### src/rtl/srm_pkg.sv
// ----------------------------------------------------------------------------
// srm_pkg
// Shared types, command codes and select-line helpers of the routing matrix.
// ----------------------------------------------------------------------------
`default_nettype none

package srm_pkg;

  // Matrix size
  localparam int unsigned OUTPUTS = 10;
  localparam int unsigned INPUTS  = 10;

  // Field widths
  localparam int unsigned IDX_W  = 4;
  localparam int unsigned IDX_N  = 1 << IDX_W;
  localparam int unsigned MASK_W = 10;

  localparam logic [IDX_W-1:0] OUT_LIM  = IDX_W'(OUTPUTS);
  localparam logic [IDX_W-1:0] IN_LIM   = IDX_W'(INPUTS);
  localparam logic [IDX_W-1:0] OUT_LAST = IDX_W'(OUTPUTS - 1);
  localparam logic [IDX_W-1:0] NONE_SEL = '1;

  // Command codes
  localparam logic [3:0] FN_SET        = 4'd0;
  localparam logic [3:0] FN_UNROUTE    = 4'd1;
  localparam logic [3:0] FN_PICK_OUT   = 4'd2;
  localparam logic [3:0] FN_PICK_IN    = 4'd3;
  localparam logic [3:0] FN_ROUTE_PEND = 4'd4;
  localparam logic [3:0] FN_TOGGLE     = 4'd5;
  localparam logic [3:0] FN_QUERY      = 4'd6;
  localparam logic [3:0] FN_SCAN       = 4'd7;
  localparam logic [3:0] FN_REFRESH    = 4'd8;

  // Port A bits of the first two inputs
  localparam logic [1:0] SEL_A_IN0 = 2'b10;
  localparam logic [1:0] SEL_A_IN1 = 2'b01;

  // Port B bit position of inputs 3..10 (0x08,0x04,0x02,0x01,0x80,0x40,0x20,0x10)
  localparam logic [2:0] PORT_B_POS [8] = '{3'd3, 3'd2, 3'd1, 3'd0, 3'd7, 3'd6, 3'd5, 3'd4};

  typedef struct packed {
    logic [3:0]       func;
    logic [IDX_W-1:0] out_index;
    logic [IDX_W-1:0] in_index;
    logic [7:0]       scan_a;
    logic [7:0]       scan_b;
  } srm_req_t;

  typedef struct packed {
    logic              drive_valid;
    logic [IDX_W-1:0]  drive_out;
    logic [1:0]        select_a;
    logic [7:0]        select_b;
    logic [MASK_W-1:0] out_mask;
    logic [MASK_W-1:0] pending_mask;
    logic [IDX_W-1:0]  in_of_out;
    logic              routed;
    logic [MASK_W-1:0] activity_by_in;
    logic [MASK_W-1:0] activity_by_out;
    logic              last;
  } srm_rsp_t;

  typedef struct packed {
    logic [1:0] a;
    logic [7:0] b;
  } srm_sel_t;

  // Controller to datapath
  typedef struct packed {
    logic             load;
    logic             step;
    logic [IDX_W-1:0] cnt;
  } srm_cmd_t;

  // Datapath to controller
  typedef struct packed {
    logic has_result;
    logic multi;
    logic out_free;
  } srm_sts_t;

  // Select lines of one input; none and lineless inputs give zero
  function automatic srm_sel_t srm_select(logic [IDX_W-1:0] src);
    srm_sel_t s;
    s = '0;
    if (src == IDX_W'(0)) begin
      s.a = SEL_A_IN0;
    end else if (src == IDX_W'(1)) begin
      s.a = SEL_A_IN1;
    end else if (src < IDX_W'(10) && src < IN_LIM) begin
      s.b = 8'(1) << PORT_B_POS[3'(src - IDX_W'(2))];
    end
    return s;
  endfunction

  // Active inputs from the active-low scan bytes, one bit per input code
  function automatic logic [IDX_N-1:0] srm_active(logic [7:0] sa, logic [7:0] sb);
    logic [IDX_N-1:0] act;
    act = '0;
    for (int i = 0; i < IDX_N; i++) begin
      if (i < int'(INPUTS)) begin
        if (i == 0) act[i] = ~sa[1];
        else if (i == 1) act[i] = ~sa[0];
        else if (i < 10) act[i] = ~sb[PORT_B_POS[3'(i - 2)]];
      end
    end
    return act;
  endfunction

endpackage

`default_nettype wire

### src/rtl/srm_datapath.sv
// ----------------------------------------------------------------------------
// srm_datapath
// Route table, pending selections, result formation and output register.
// ----------------------------------------------------------------------------
`default_nettype none

module srm_datapath (
  input  logic               clk_i,
  input  logic               rst_ni,
  input  srm_pkg::srm_req_t  req_i,
  input  srm_pkg::srm_cmd_t  cmd_i,
  output srm_pkg::srm_sts_t  sts_o,
  input  logic               out_stall_i,
  output logic               out_valid_o,
  output srm_pkg::srm_rsp_t  out_rsp_o
);

  srm_pkg::srm_req_t req_q;
  logic [srm_pkg::IDX_W-1:0] table_q [srm_pkg::OUTPUTS];
  logic [srm_pkg::IDX_W-1:0] table_d [srm_pkg::OUTPUTS];
  logic [srm_pkg::IDX_W-1:0] pend_out_q, pend_out_d;
  logic [srm_pkg::IDX_W-1:0] pend_in_q, pend_in_d;
  logic                      out_valid_q;
  srm_pkg::srm_rsp_t         rsp_q, rsp_d;

  logic [srm_pkg::IDX_W-1:0]  rd_addr, cur, wr_val, pkey, drv_src;
  logic                       o_ok, i_ok, po_ok, pi_ok, wr_en, has, drv;
  logic [srm_pkg::MASK_W-1:0] q_mask, p_mask, by_out;
  logic [srm_pkg::IDX_N-1:0]  act;
  srm_pkg::srm_sel_t          sel;

  // Hold the accepted request
  always_ff @(posedge clk_i) begin
    if (cmd_i.load) begin
      req_q <= req_i;
    end
  end

  // Range checks and the addressed table read
  always_comb begin
    o_ok  = req_q.out_index < srm_pkg::OUT_LIM;
    i_ok  = req_q.in_index < srm_pkg::IN_LIM;
    po_ok = pend_out_q < srm_pkg::OUT_LIM;
    pi_ok = pend_in_q < srm_pkg::IN_LIM;
    case (req_q.func)
      srm_pkg::FN_ROUTE_PEND: rd_addr = pend_out_q;
      srm_pkg::FN_REFRESH:    rd_addr = cmd_i.cnt;
      default:                rd_addr = req_q.out_index;
    endcase
    cur = (rd_addr < srm_pkg::OUT_LIM) ? table_q[rd_addr] : srm_pkg::NONE_SEL;
  end

  // Decode the command into table and pending updates
  always_comb begin
    has        = 1'b0;
    drv        = 1'b0;
    wr_en      = 1'b0;
    wr_val     = srm_pkg::NONE_SEL;
    pend_out_d = pend_out_q;
    pend_in_d  = pend_in_q;
    pkey       = pend_in_q;
    case (req_q.func)
      srm_pkg::FN_SET: begin
        has    = o_ok && i_ok;
        drv    = 1'b1;
        wr_en  = 1'b1;
        wr_val = req_q.in_index;
      end
      srm_pkg::FN_UNROUTE: begin
        has   = o_ok;
        drv   = 1'b1;
        wr_en = 1'b1;
      end
      srm_pkg::FN_PICK_OUT: begin
        has        = 1'b1;
        pend_out_d = o_ok ? req_q.out_index : srm_pkg::NONE_SEL;
        pend_in_d  = srm_pkg::NONE_SEL;
        pkey       = srm_pkg::NONE_SEL;
      end
      srm_pkg::FN_PICK_IN: begin
        has        = 1'b1;
        pend_in_d  = i_ok ? req_q.in_index : srm_pkg::NONE_SEL;
        pend_out_d = srm_pkg::NONE_SEL;
        pkey       = pend_in_d;
      end
      srm_pkg::FN_ROUTE_PEND: begin
        has    = po_ok && i_ok;
        drv    = 1'b1;
        wr_en  = 1'b1;
        wr_val = req_q.in_index;
      end
      srm_pkg::FN_TOGGLE: begin
        has    = pi_ok && o_ok;
        drv    = 1'b1;
        wr_en  = 1'b1;
        wr_val = (cur < srm_pkg::IN_LIM) ? srm_pkg::NONE_SEL : pend_in_q;
      end
      srm_pkg::FN_QUERY: begin
        has = 1'b1;
      end
      srm_pkg::FN_SCAN: begin
        has = 1'b1;
      end
      srm_pkg::FN_REFRESH: begin
        has = 1'b1;
        drv = 1'b1;
      end
      default: begin
        has = 1'b0;
      end
    endcase
  end

  // Compare every table entry against the queried and pending inputs and the scan activity
  always_comb begin
    act    = srm_pkg::srm_active(req_q.scan_a, req_q.scan_b);
    q_mask = '0;
    p_mask = '0;
    by_out = '0;
    for (int o = 0; o < int'(srm_pkg::OUTPUTS); o++) begin
      q_mask[o] = i_ok && (table_q[o] == req_q.in_index);
      p_mask[o] = (pkey < srm_pkg::IN_LIM) && (table_q[o] == pkey);
      by_out[o] = (table_q[o] < srm_pkg::IN_LIM) && act[table_q[o]];
    end
  end

  // Form the result
  always_comb begin
    drv_src = wr_en ? wr_val : cur;
    sel     = srm_pkg::srm_select(drv_src);
    rsp_d   = '0;
    case (req_q.func)
      srm_pkg::FN_PICK_OUT,
      srm_pkg::FN_PICK_IN: begin
        rsp_d.pending_mask = p_mask;
      end
      srm_pkg::FN_QUERY: begin
        rsp_d.out_mask     = q_mask;
        rsp_d.pending_mask = p_mask;
        rsp_d.routed       = o_ok && (cur < srm_pkg::IN_LIM);
        rsp_d.in_of_out    = rsp_d.routed ? cur : srm_pkg::IN_LIM;
      end
      srm_pkg::FN_SCAN: begin
        rsp_d.activity_by_in  = act[srm_pkg::MASK_W-1:0];
        rsp_d.activity_by_out = by_out;
      end
      default: begin
        rsp_d.drive_valid = drv;
        rsp_d.drive_out   = drv ? rd_addr : '0;
        rsp_d.select_a    = drv ? sel.a : '0;
        rsp_d.select_b    = drv ? sel.b : '0;
      end
    endcase
    rsp_d.last = (req_q.func != srm_pkg::FN_REFRESH) || (cmd_i.cnt == srm_pkg::OUT_LAST);
  end

  // Apply the table write on a step
  always_comb begin
    for (int o = 0; o < int'(srm_pkg::OUTPUTS); o++) begin
      table_d[o] = table_q[o];
    end
    if (cmd_i.step && wr_en) begin
      table_d[rd_addr] = wr_val;
    end
  end

  // Advance routing state
  always_ff @(posedge clk_i or negedge rst_ni) begin
    if (!rst_ni) begin
      for (int o = 0; o < int'(srm_pkg::OUTPUTS); o++) begin
        table_q[o] <= srm_pkg::NONE_SEL;
      end
      pend_out_q <= srm_pkg::NONE_SEL;
      pend_in_q  <= srm_pkg::NONE_SEL;
    end else if (cmd_i.step) begin
      table_q    <= table_d;
      pend_out_q <= pend_out_d;
      pend_in_q  <= pend_in_d;
    end
  end

  // Output register: load on a step, drop when taken
  always_ff @(posedge clk_i or negedge rst_ni) begin
    if (!rst_ni) begin
      out_valid_q <= 1'b0;
    end else if (cmd_i.step) begin
      out_valid_q <= 1'b1;
    end else if (!out_stall_i) begin
      out_valid_q <= 1'b0;
    end
  end

  always_ff @(posedge clk_i) begin
    if (cmd_i.step) begin
      rsp_q <= rsp_d;
    end
  end

  assign sts_o.has_result = has;
  assign sts_o.multi      = (req_q.func == srm_pkg::FN_REFRESH);
  assign sts_o.out_free   = !out_valid_q || !out_stall_i;
  assign out_valid_o      = out_valid_q;
  assign out_rsp_o        = rsp_q;

endmodule

`default_nettype wire

### src/rtl/srm_ctrl.sv
// ----------------------------------------------------------------------------
// srm_ctrl
// Request sequencer: takes a request, then steps out its results.
// ----------------------------------------------------------------------------
`default_nettype none

module srm_ctrl (
  input  logic              clk_i,
  input  logic              rst_ni,
  input  logic              in_valid_i,
  output logic              in_stall_o,
  input  srm_pkg::srm_sts_t sts_i,
  output srm_pkg::srm_cmd_t cmd_o
);

  localparam logic ST_IDLE = 1'b0;
  localparam logic ST_RUN  = 1'b1;

  logic                      state_q, state_d;
  logic [srm_pkg::IDX_W-1:0] cnt_q, cnt_d;

  // Next state and datapath commands
  always_comb begin
    state_d    = state_q;
    cnt_d      = cnt_q;
    in_stall_o = (state_q != ST_IDLE);
    cmd_o.load = 1'b0;
    cmd_o.step = 1'b0;
    cmd_o.cnt  = cnt_q;
    case (state_q)
      ST_IDLE: begin
        if (in_valid_i) begin
          cmd_o.load = 1'b1;
          state_d    = ST_RUN;
          cnt_d      = '0;
        end
      end
      ST_RUN: begin
        if (!sts_i.has_result) begin
          state_d = ST_IDLE;
        end else if (sts_i.out_free) begin
          cmd_o.step = 1'b1;
          if (!sts_i.multi || cnt_q == srm_pkg::OUT_LAST) begin
            state_d = ST_IDLE;
          end else begin
            cnt_d = cnt_q + srm_pkg::IDX_W'(1);
          end
        end
      end
      default: begin
        state_d = ST_IDLE;
      end
    endcase
  end

  always_ff @(posedge clk_i or negedge rst_ni) begin
    if (!rst_ni) begin
      state_q <= ST_IDLE;
      cnt_q   <= '0;
    end else begin
      state_q <= state_d;
      cnt_q   <= cnt_d;
    end
  end

endmodule

`default_nettype wire

### src/rtl/signal_routing_matrix.sv
// ----------------------------------------------------------------------------
// signal_routing_matrix
// 10-by-10 routing matrix with panel commands, queries, scan and refresh.
// ----------------------------------------------------------------------------
//  channel | handshake               | payload
//  --------+-------------------------+---------------------------
//  in      | in_valid_i / in_stall_o | in_req_i  (srm_req_t)
//  out     | out_valid_o/ out_stall_i| out_rsp_o (srm_rsp_t)
//
//  A request is taken, then the sequencer steps out its results one per
//  cycle while the output is not stalled, through the addressed route-table
//  read: one result for most requests, one per output for a refresh, and
//  none for a request that yields nothing. Reset leaves all outputs
//  unrouted and no pending selection. Output stall holds the sequencer.
// ----------------------------------------------------------------------------
`default_nettype none

module signal_routing_matrix (
  input  logic              clk_i,
  input  logic              rst_ni,
  input  logic              in_valid_i,
  output logic              in_stall_o,
  input  srm_pkg::srm_req_t in_req_i,
  output logic              out_valid_o,
  input  logic              out_stall_i,
  output srm_pkg::srm_rsp_t out_rsp_o
);

  srm_pkg::srm_cmd_t cmd;
  srm_pkg::srm_sts_t sts;

  // Sequencer
  srm_ctrl u_ctrl (
    .clk_i      (clk_i),
    .rst_ni     (rst_ni),
    .in_valid_i (in_valid_i),
    .in_stall_o (in_stall_o),
    .sts_i      (sts),
    .cmd_o      (cmd)
  );

  // Route table and result path
  srm_datapath u_datapath (
    .clk_i       (clk_i),
    .rst_ni      (rst_ni),
    .req_i       (in_req_i),
    .cmd_i       (cmd),
    .sts_o       (sts),
    .out_stall_i (out_stall_i),
    .out_valid_o (out_valid_o),
    .out_rsp_o   (out_rsp_o)
  );

endmodule

`default_nettype wire

### config.mk
export PLATFORM = sky130hd
export DESIGN_NAME = signal_routing_matrix
export DESIGN_NICKNAME = d
export VERILOG_FILES = /design/src/rtl/srm_pkg.sv /design/src/rtl/srm_datapath.sv /design/src/rtl/srm_ctrl.sv /design/src/rtl/signal_routing_matrix.sv
export SDC_FILE = /design/constraint.sdc
export NUM_CORES = 1
export LEC_CHECK = 0
export BUFFER_PORTS_ARGS = -buffer_cell sky130_fd_sc_hd__buf_4
export CAP_MARGIN = 20
export CORE_AREA = 10 10 126 128
export DETAILED_ROUTE_END_ITERATION = 7
export DIE_AREA = 0 0 136 138
export GPL_ROUTABILITY_DRIVEN = 0
export PLACE_DENSITY = 0.76
export SETUP_SLACK_MARGIN = 0.1
export SKIP_CTS_REPAIR_TIMING = 1
export SLEW_MARGIN = 20
export SYNTH_ARGS = -nofsm -noshare
export SYNTH_HDL_FRONTEND = slang
export SYNTH_SLANG_ARGS = --single-unit
### constraint.sdc
create_clock -name clk_i -period 3.9 [get_ports clk_i]
set_input_delay 0.585 -clock clk_i [delete_from_list [all_inputs] [get_ports clk_i]]
set_output_delay 0.585 -clock clk_i [all_outputs]
set_load 0.1 [all_outputs]
==> results.sh <==
export IMPL_status="finished clean"
export IMPL_drt_pass1_iterations=7
export IMPL_finalSetupViolCount=0
export IMPL_final_nets=752
export IMPL_async_flop_share_pct=41.9
export IMPL_clockBufferDepth=2
export IMPL_grt_max_degree=55
export IMPL_switching_power_uw=1580
export IMPL_ir_drop_uv=346
export IMPL_cap_viol_max_count=0
export IMPL_synth_flop_cell="edfxtp_1"
export IMPL_yosysUniqueCellTypes=64
export IMPL_vias_per_cell=6.05
export IMPL_floorplan_initialDensity_pct=53.5
export IMPL_whs_ns=0.239
export IMPL_yosysWarnings=0
export IMPL_worst_hold_path_type="primary input to async pin"
export IMPL_synthToLayoutAreaGrowth_pct=18.4
export IMPL_antenna_found_initial=0
export IMPL_crit_type="register to register"
export IMPL_finalCritPeriodShare_pct=91.5
export IMPL_clkPwrFrac_pct=31.9
export IMPL_wl_mm=18.9
export IMPL_arrival_ns=3.73
export IMPL_cts_max_level=4
export IMPL_post_drt_wl_per_cell_um=20.7
export IMPL_fin_skew_ns=0.00758
export IMPL_cts_root_buf="clkbuf_16"
export IMPL_grt_pass1_vias=5630
export IMPL_cp_required_ns=4.06
export IMPL_grt_pass1_wl_mm=29.6
export IMPL_power_density_nw_per_um2=549
export IMPL_fill_cells=1011
export IMPL_die_h_um=138
export IMPL_avgSynthCellArea_um2=11.2
export IMPL_power_internal_uw=3110
export IMPL_layout_commonest_cell="buf_4"
export IMPL_n_antenna_cell=0
export IMPL_drtAntennaViolNets=0
export IMPL_hpwl_mm=12.7
export IMPL_slew_headroom_pct=37.9
export IMPL_drc=0
export IMPL_end_kind="register"
export IMPL_setup_tns_final_ns=0
export IMPL_startpoint_type="register"
export IMPL_synth_seq_area_share_pct=50.7
export IMPL_drive_above_1_share_pct=34.3
export IMPL_p_comb_share_pct=27.2
export IMPL_final_util_pct=63.4
export IMPL_cts_sinks=129
export IMPL_num_vias=5507
export IMPL_hold_viol=0
export IMPL_core_rowCount=43
export IMPL_path_clk_slew_ns=0.06
export IMPL_overflow=0
export IMPL_p_leak_uw=0.00319
export IMPL_io_buffers=80
export IMPL_ys_ff_latch=129
export IMPL_max_freq_mhz=280
export IMPL_fp_coreArea_um2=13500
export IMPL_synthCells=647
export IMPL_cts_made_buffers=17
export IMPL_drt_iter0_markers=517
export IMPL_gr_usage_all_layers_pct=19.9
export IMPL_power_frac_seq_pct=41.0
export IMPL_dieArea_um2=18800
export IMPL_tightest_slew_ns=0.931
export IMPL_syn_cell_area_um2=7220
export IMPL_fp_dieW_um=136
export IMPL_crit_path_max_fanout=21
export IMPL_io_pins=95
export IMPL_swShare_pct=33.7
export IMPL_grt_setup_unrepaired="false"
export IMPL_cts_tree="done"
export IMPL_finalCriticalPeriod_ns=3.57
export IMPL_layout_cells_most_common_list="104 x buf_4, 75 x edfxtp_1, 60 x xnor2_1, 49 x nor2_1, 48 x dfstp_2"
export IMPL_drv_slew=0
export IMPL_synth_enable_flop_cells=75
export IMPL_clk_latency_ns=0.42
[critical path, stage by stage (launching register included)]
cell and delay [ns]:
edfxtp_1 0.59, or2_4 0.35, o21ai_4 0.24, and2_4 0.34
o2111ai_1 0.25, nor3_1 0.37, a31oi_4 0.07, o2111ai_4 0.30
o22a_1 0.28, nand3_1 0.11, a21oi_1 0.33, nor3_2 0.07
[synth_stat cells, types with 3 or more instances]
| master | n | share of area (%) |
|---|---|---|
| nor3_1 | 28 | 1.9 |
| buf_2 | 11 | 0.76 |
| o21a_1 | 5 | 0.52 |
| nand3_1 | 22 | 1.5 |
| dfrtp_1 | 6 | 2.1 |
| a31oi_1 | 6 | 0.52 |
| edfxtp_1 | 75 | 31 |
| inv_1 | 10 | 0.52 |
| nor2_1 | 49 | 2.5 |
| o21ai_0 | 22 | 1.5 |
| nor4_1 | 6 | 0.52 |
| nand2b_1 | 4 | 0.35 |
| and3_1 | 5 | 0.43 |
| o211ai_1 | 4 | 0.42 |
| mux4_2 | 12 | 3.7 |
| mux2_2 | 36 | 5.6 |
| xnor2_1 | 60 | 7.3 |
| buf_1 | 8 | 0.42 |
| o21ai_1 | 6 | 0.42 |
| nor3_2 | 3 | 0.42 |
| nand2_1 | 47 | 2.4 |
| o22a_1 | 3 | 0.36 |
| o21ai_2 | 3 | 0.36 |
| dfstp_2 | 48 | 17 |
| or3_1 | 3 | 0.26 |
| xor2_1 | 22 | 2.7 |
| nand4_1 | 15 | 1.3 |
| and2_1 | 3 | 0.26 |
| buf_4 | 4 | 0.42 |
| o211a_1 | 3 | 0.42 |
| a21oi_1 | 23 | 1.6 |
| nor2b_1 | 14 | 1.2 |
| clkbuf_1 | 30 | 1.6 |
| a211oi_1 | 10 | 1.0 |
[sequential cells by signal, indices dropped and copies added, names as in the netlist]
register / flops
u_datapath.table_q: 40
u_ctrl.cnt_q: 4
u_datapath.out_valid_o: 1
u_ctrl.in_stall_o: 1
u_datapath.pend_out_q: 4
u_datapath.req_q: 18
u_datapath.pend_in_q: 4
u_datapath.out_rsp_o: 57
[area by class of cell]
cell class	count	area [um^2]	share of cell area, %
Clock buffer	19	433	5.06
Clock inverter	13	120	1.40
Inverter	10	37.5	0.439
Multi-Input combinational cell	456	3300	38.5
Sequential cell	129	3660	42.8
Tap cell	180	225	2.63
Timing Repair Buffer	104	781	9.13
[routing by layer]
layer	vias up	share of wire, %	GRT usage, %
met5	-	0	0
met4	0	4.0	10.9
met3	75	9.3	6.05
met2	296	49	32.2
met1	2658	38	22.9
li1	2478	-	-
[per-stage QoR]
| step | worst slack, ns | instance area [um^2] | total power, uW | std cells |
|---|---|---|---|---|
| 2_1_floorplan | 0.532 | 7240 | 2870 | 650 |
| 3_3_place_gp | 0.538 | 8000 | 3130 | 879 |
| 3_5_place_dp | 0.476 | 8000 | 3190 | 879 |
| 4_1_cts | 0.418 | 8560 | 4690 | 911 |
| 5_1_grt | 0.156 | 8560 | 4870 | 911 |
| 6_report | 0.330 | 8560 | 4700 | 911 |
[power groups by stage]
stage	combinational (uW)	clock (uW)	sequential (uW)
2_1_floorplan	869	0	2000
3_3_place_gp	1210	0	1920
3_5_place_dp	1260	0	1930
4_1_cts	1270	1500	1910
5_1_grt	1370	1560	1940
6_report	1280	1500	1930
[logic make-up after synthesis]
group / count (synthesis) / synth area share [%]
compound gates: 106 / 10.6
xor+xnor: 82 / 9.94
fa+ha+maj: 2 / 0.346
buf+inv: 65 / 3.98
flops: 129 / 50.7
mux: 50 / 9.63
other cells: 1 / 0.0519
simple gates: 212 / 14.7
[worst paths after layout]
kind	from	depth (start not counted)	end	slack, ns
max in group asynchronous	rst_ni	1	u_ctrl.cnt_q[2]	3.22
min reg2reg	u_datapath.pend_in_q[3]	2	u_datapath.pend_in_q[3]	0.50
max	u_datapath.req_q[25]	11	u_datapath.out_rsp_o[47]	0.33
max reg2reg	u_datapath.req_q[25]	11	u_datapath.out_rsp_o[47]	0.33
min	rst_ni	1	u_ctrl.cnt_q[0]	0.24
min in group clk_i	in_req_i[20]	1	u_datapath.req_q[20]	0.34
No activity file was read; power rests on OpenSTA's default activity.
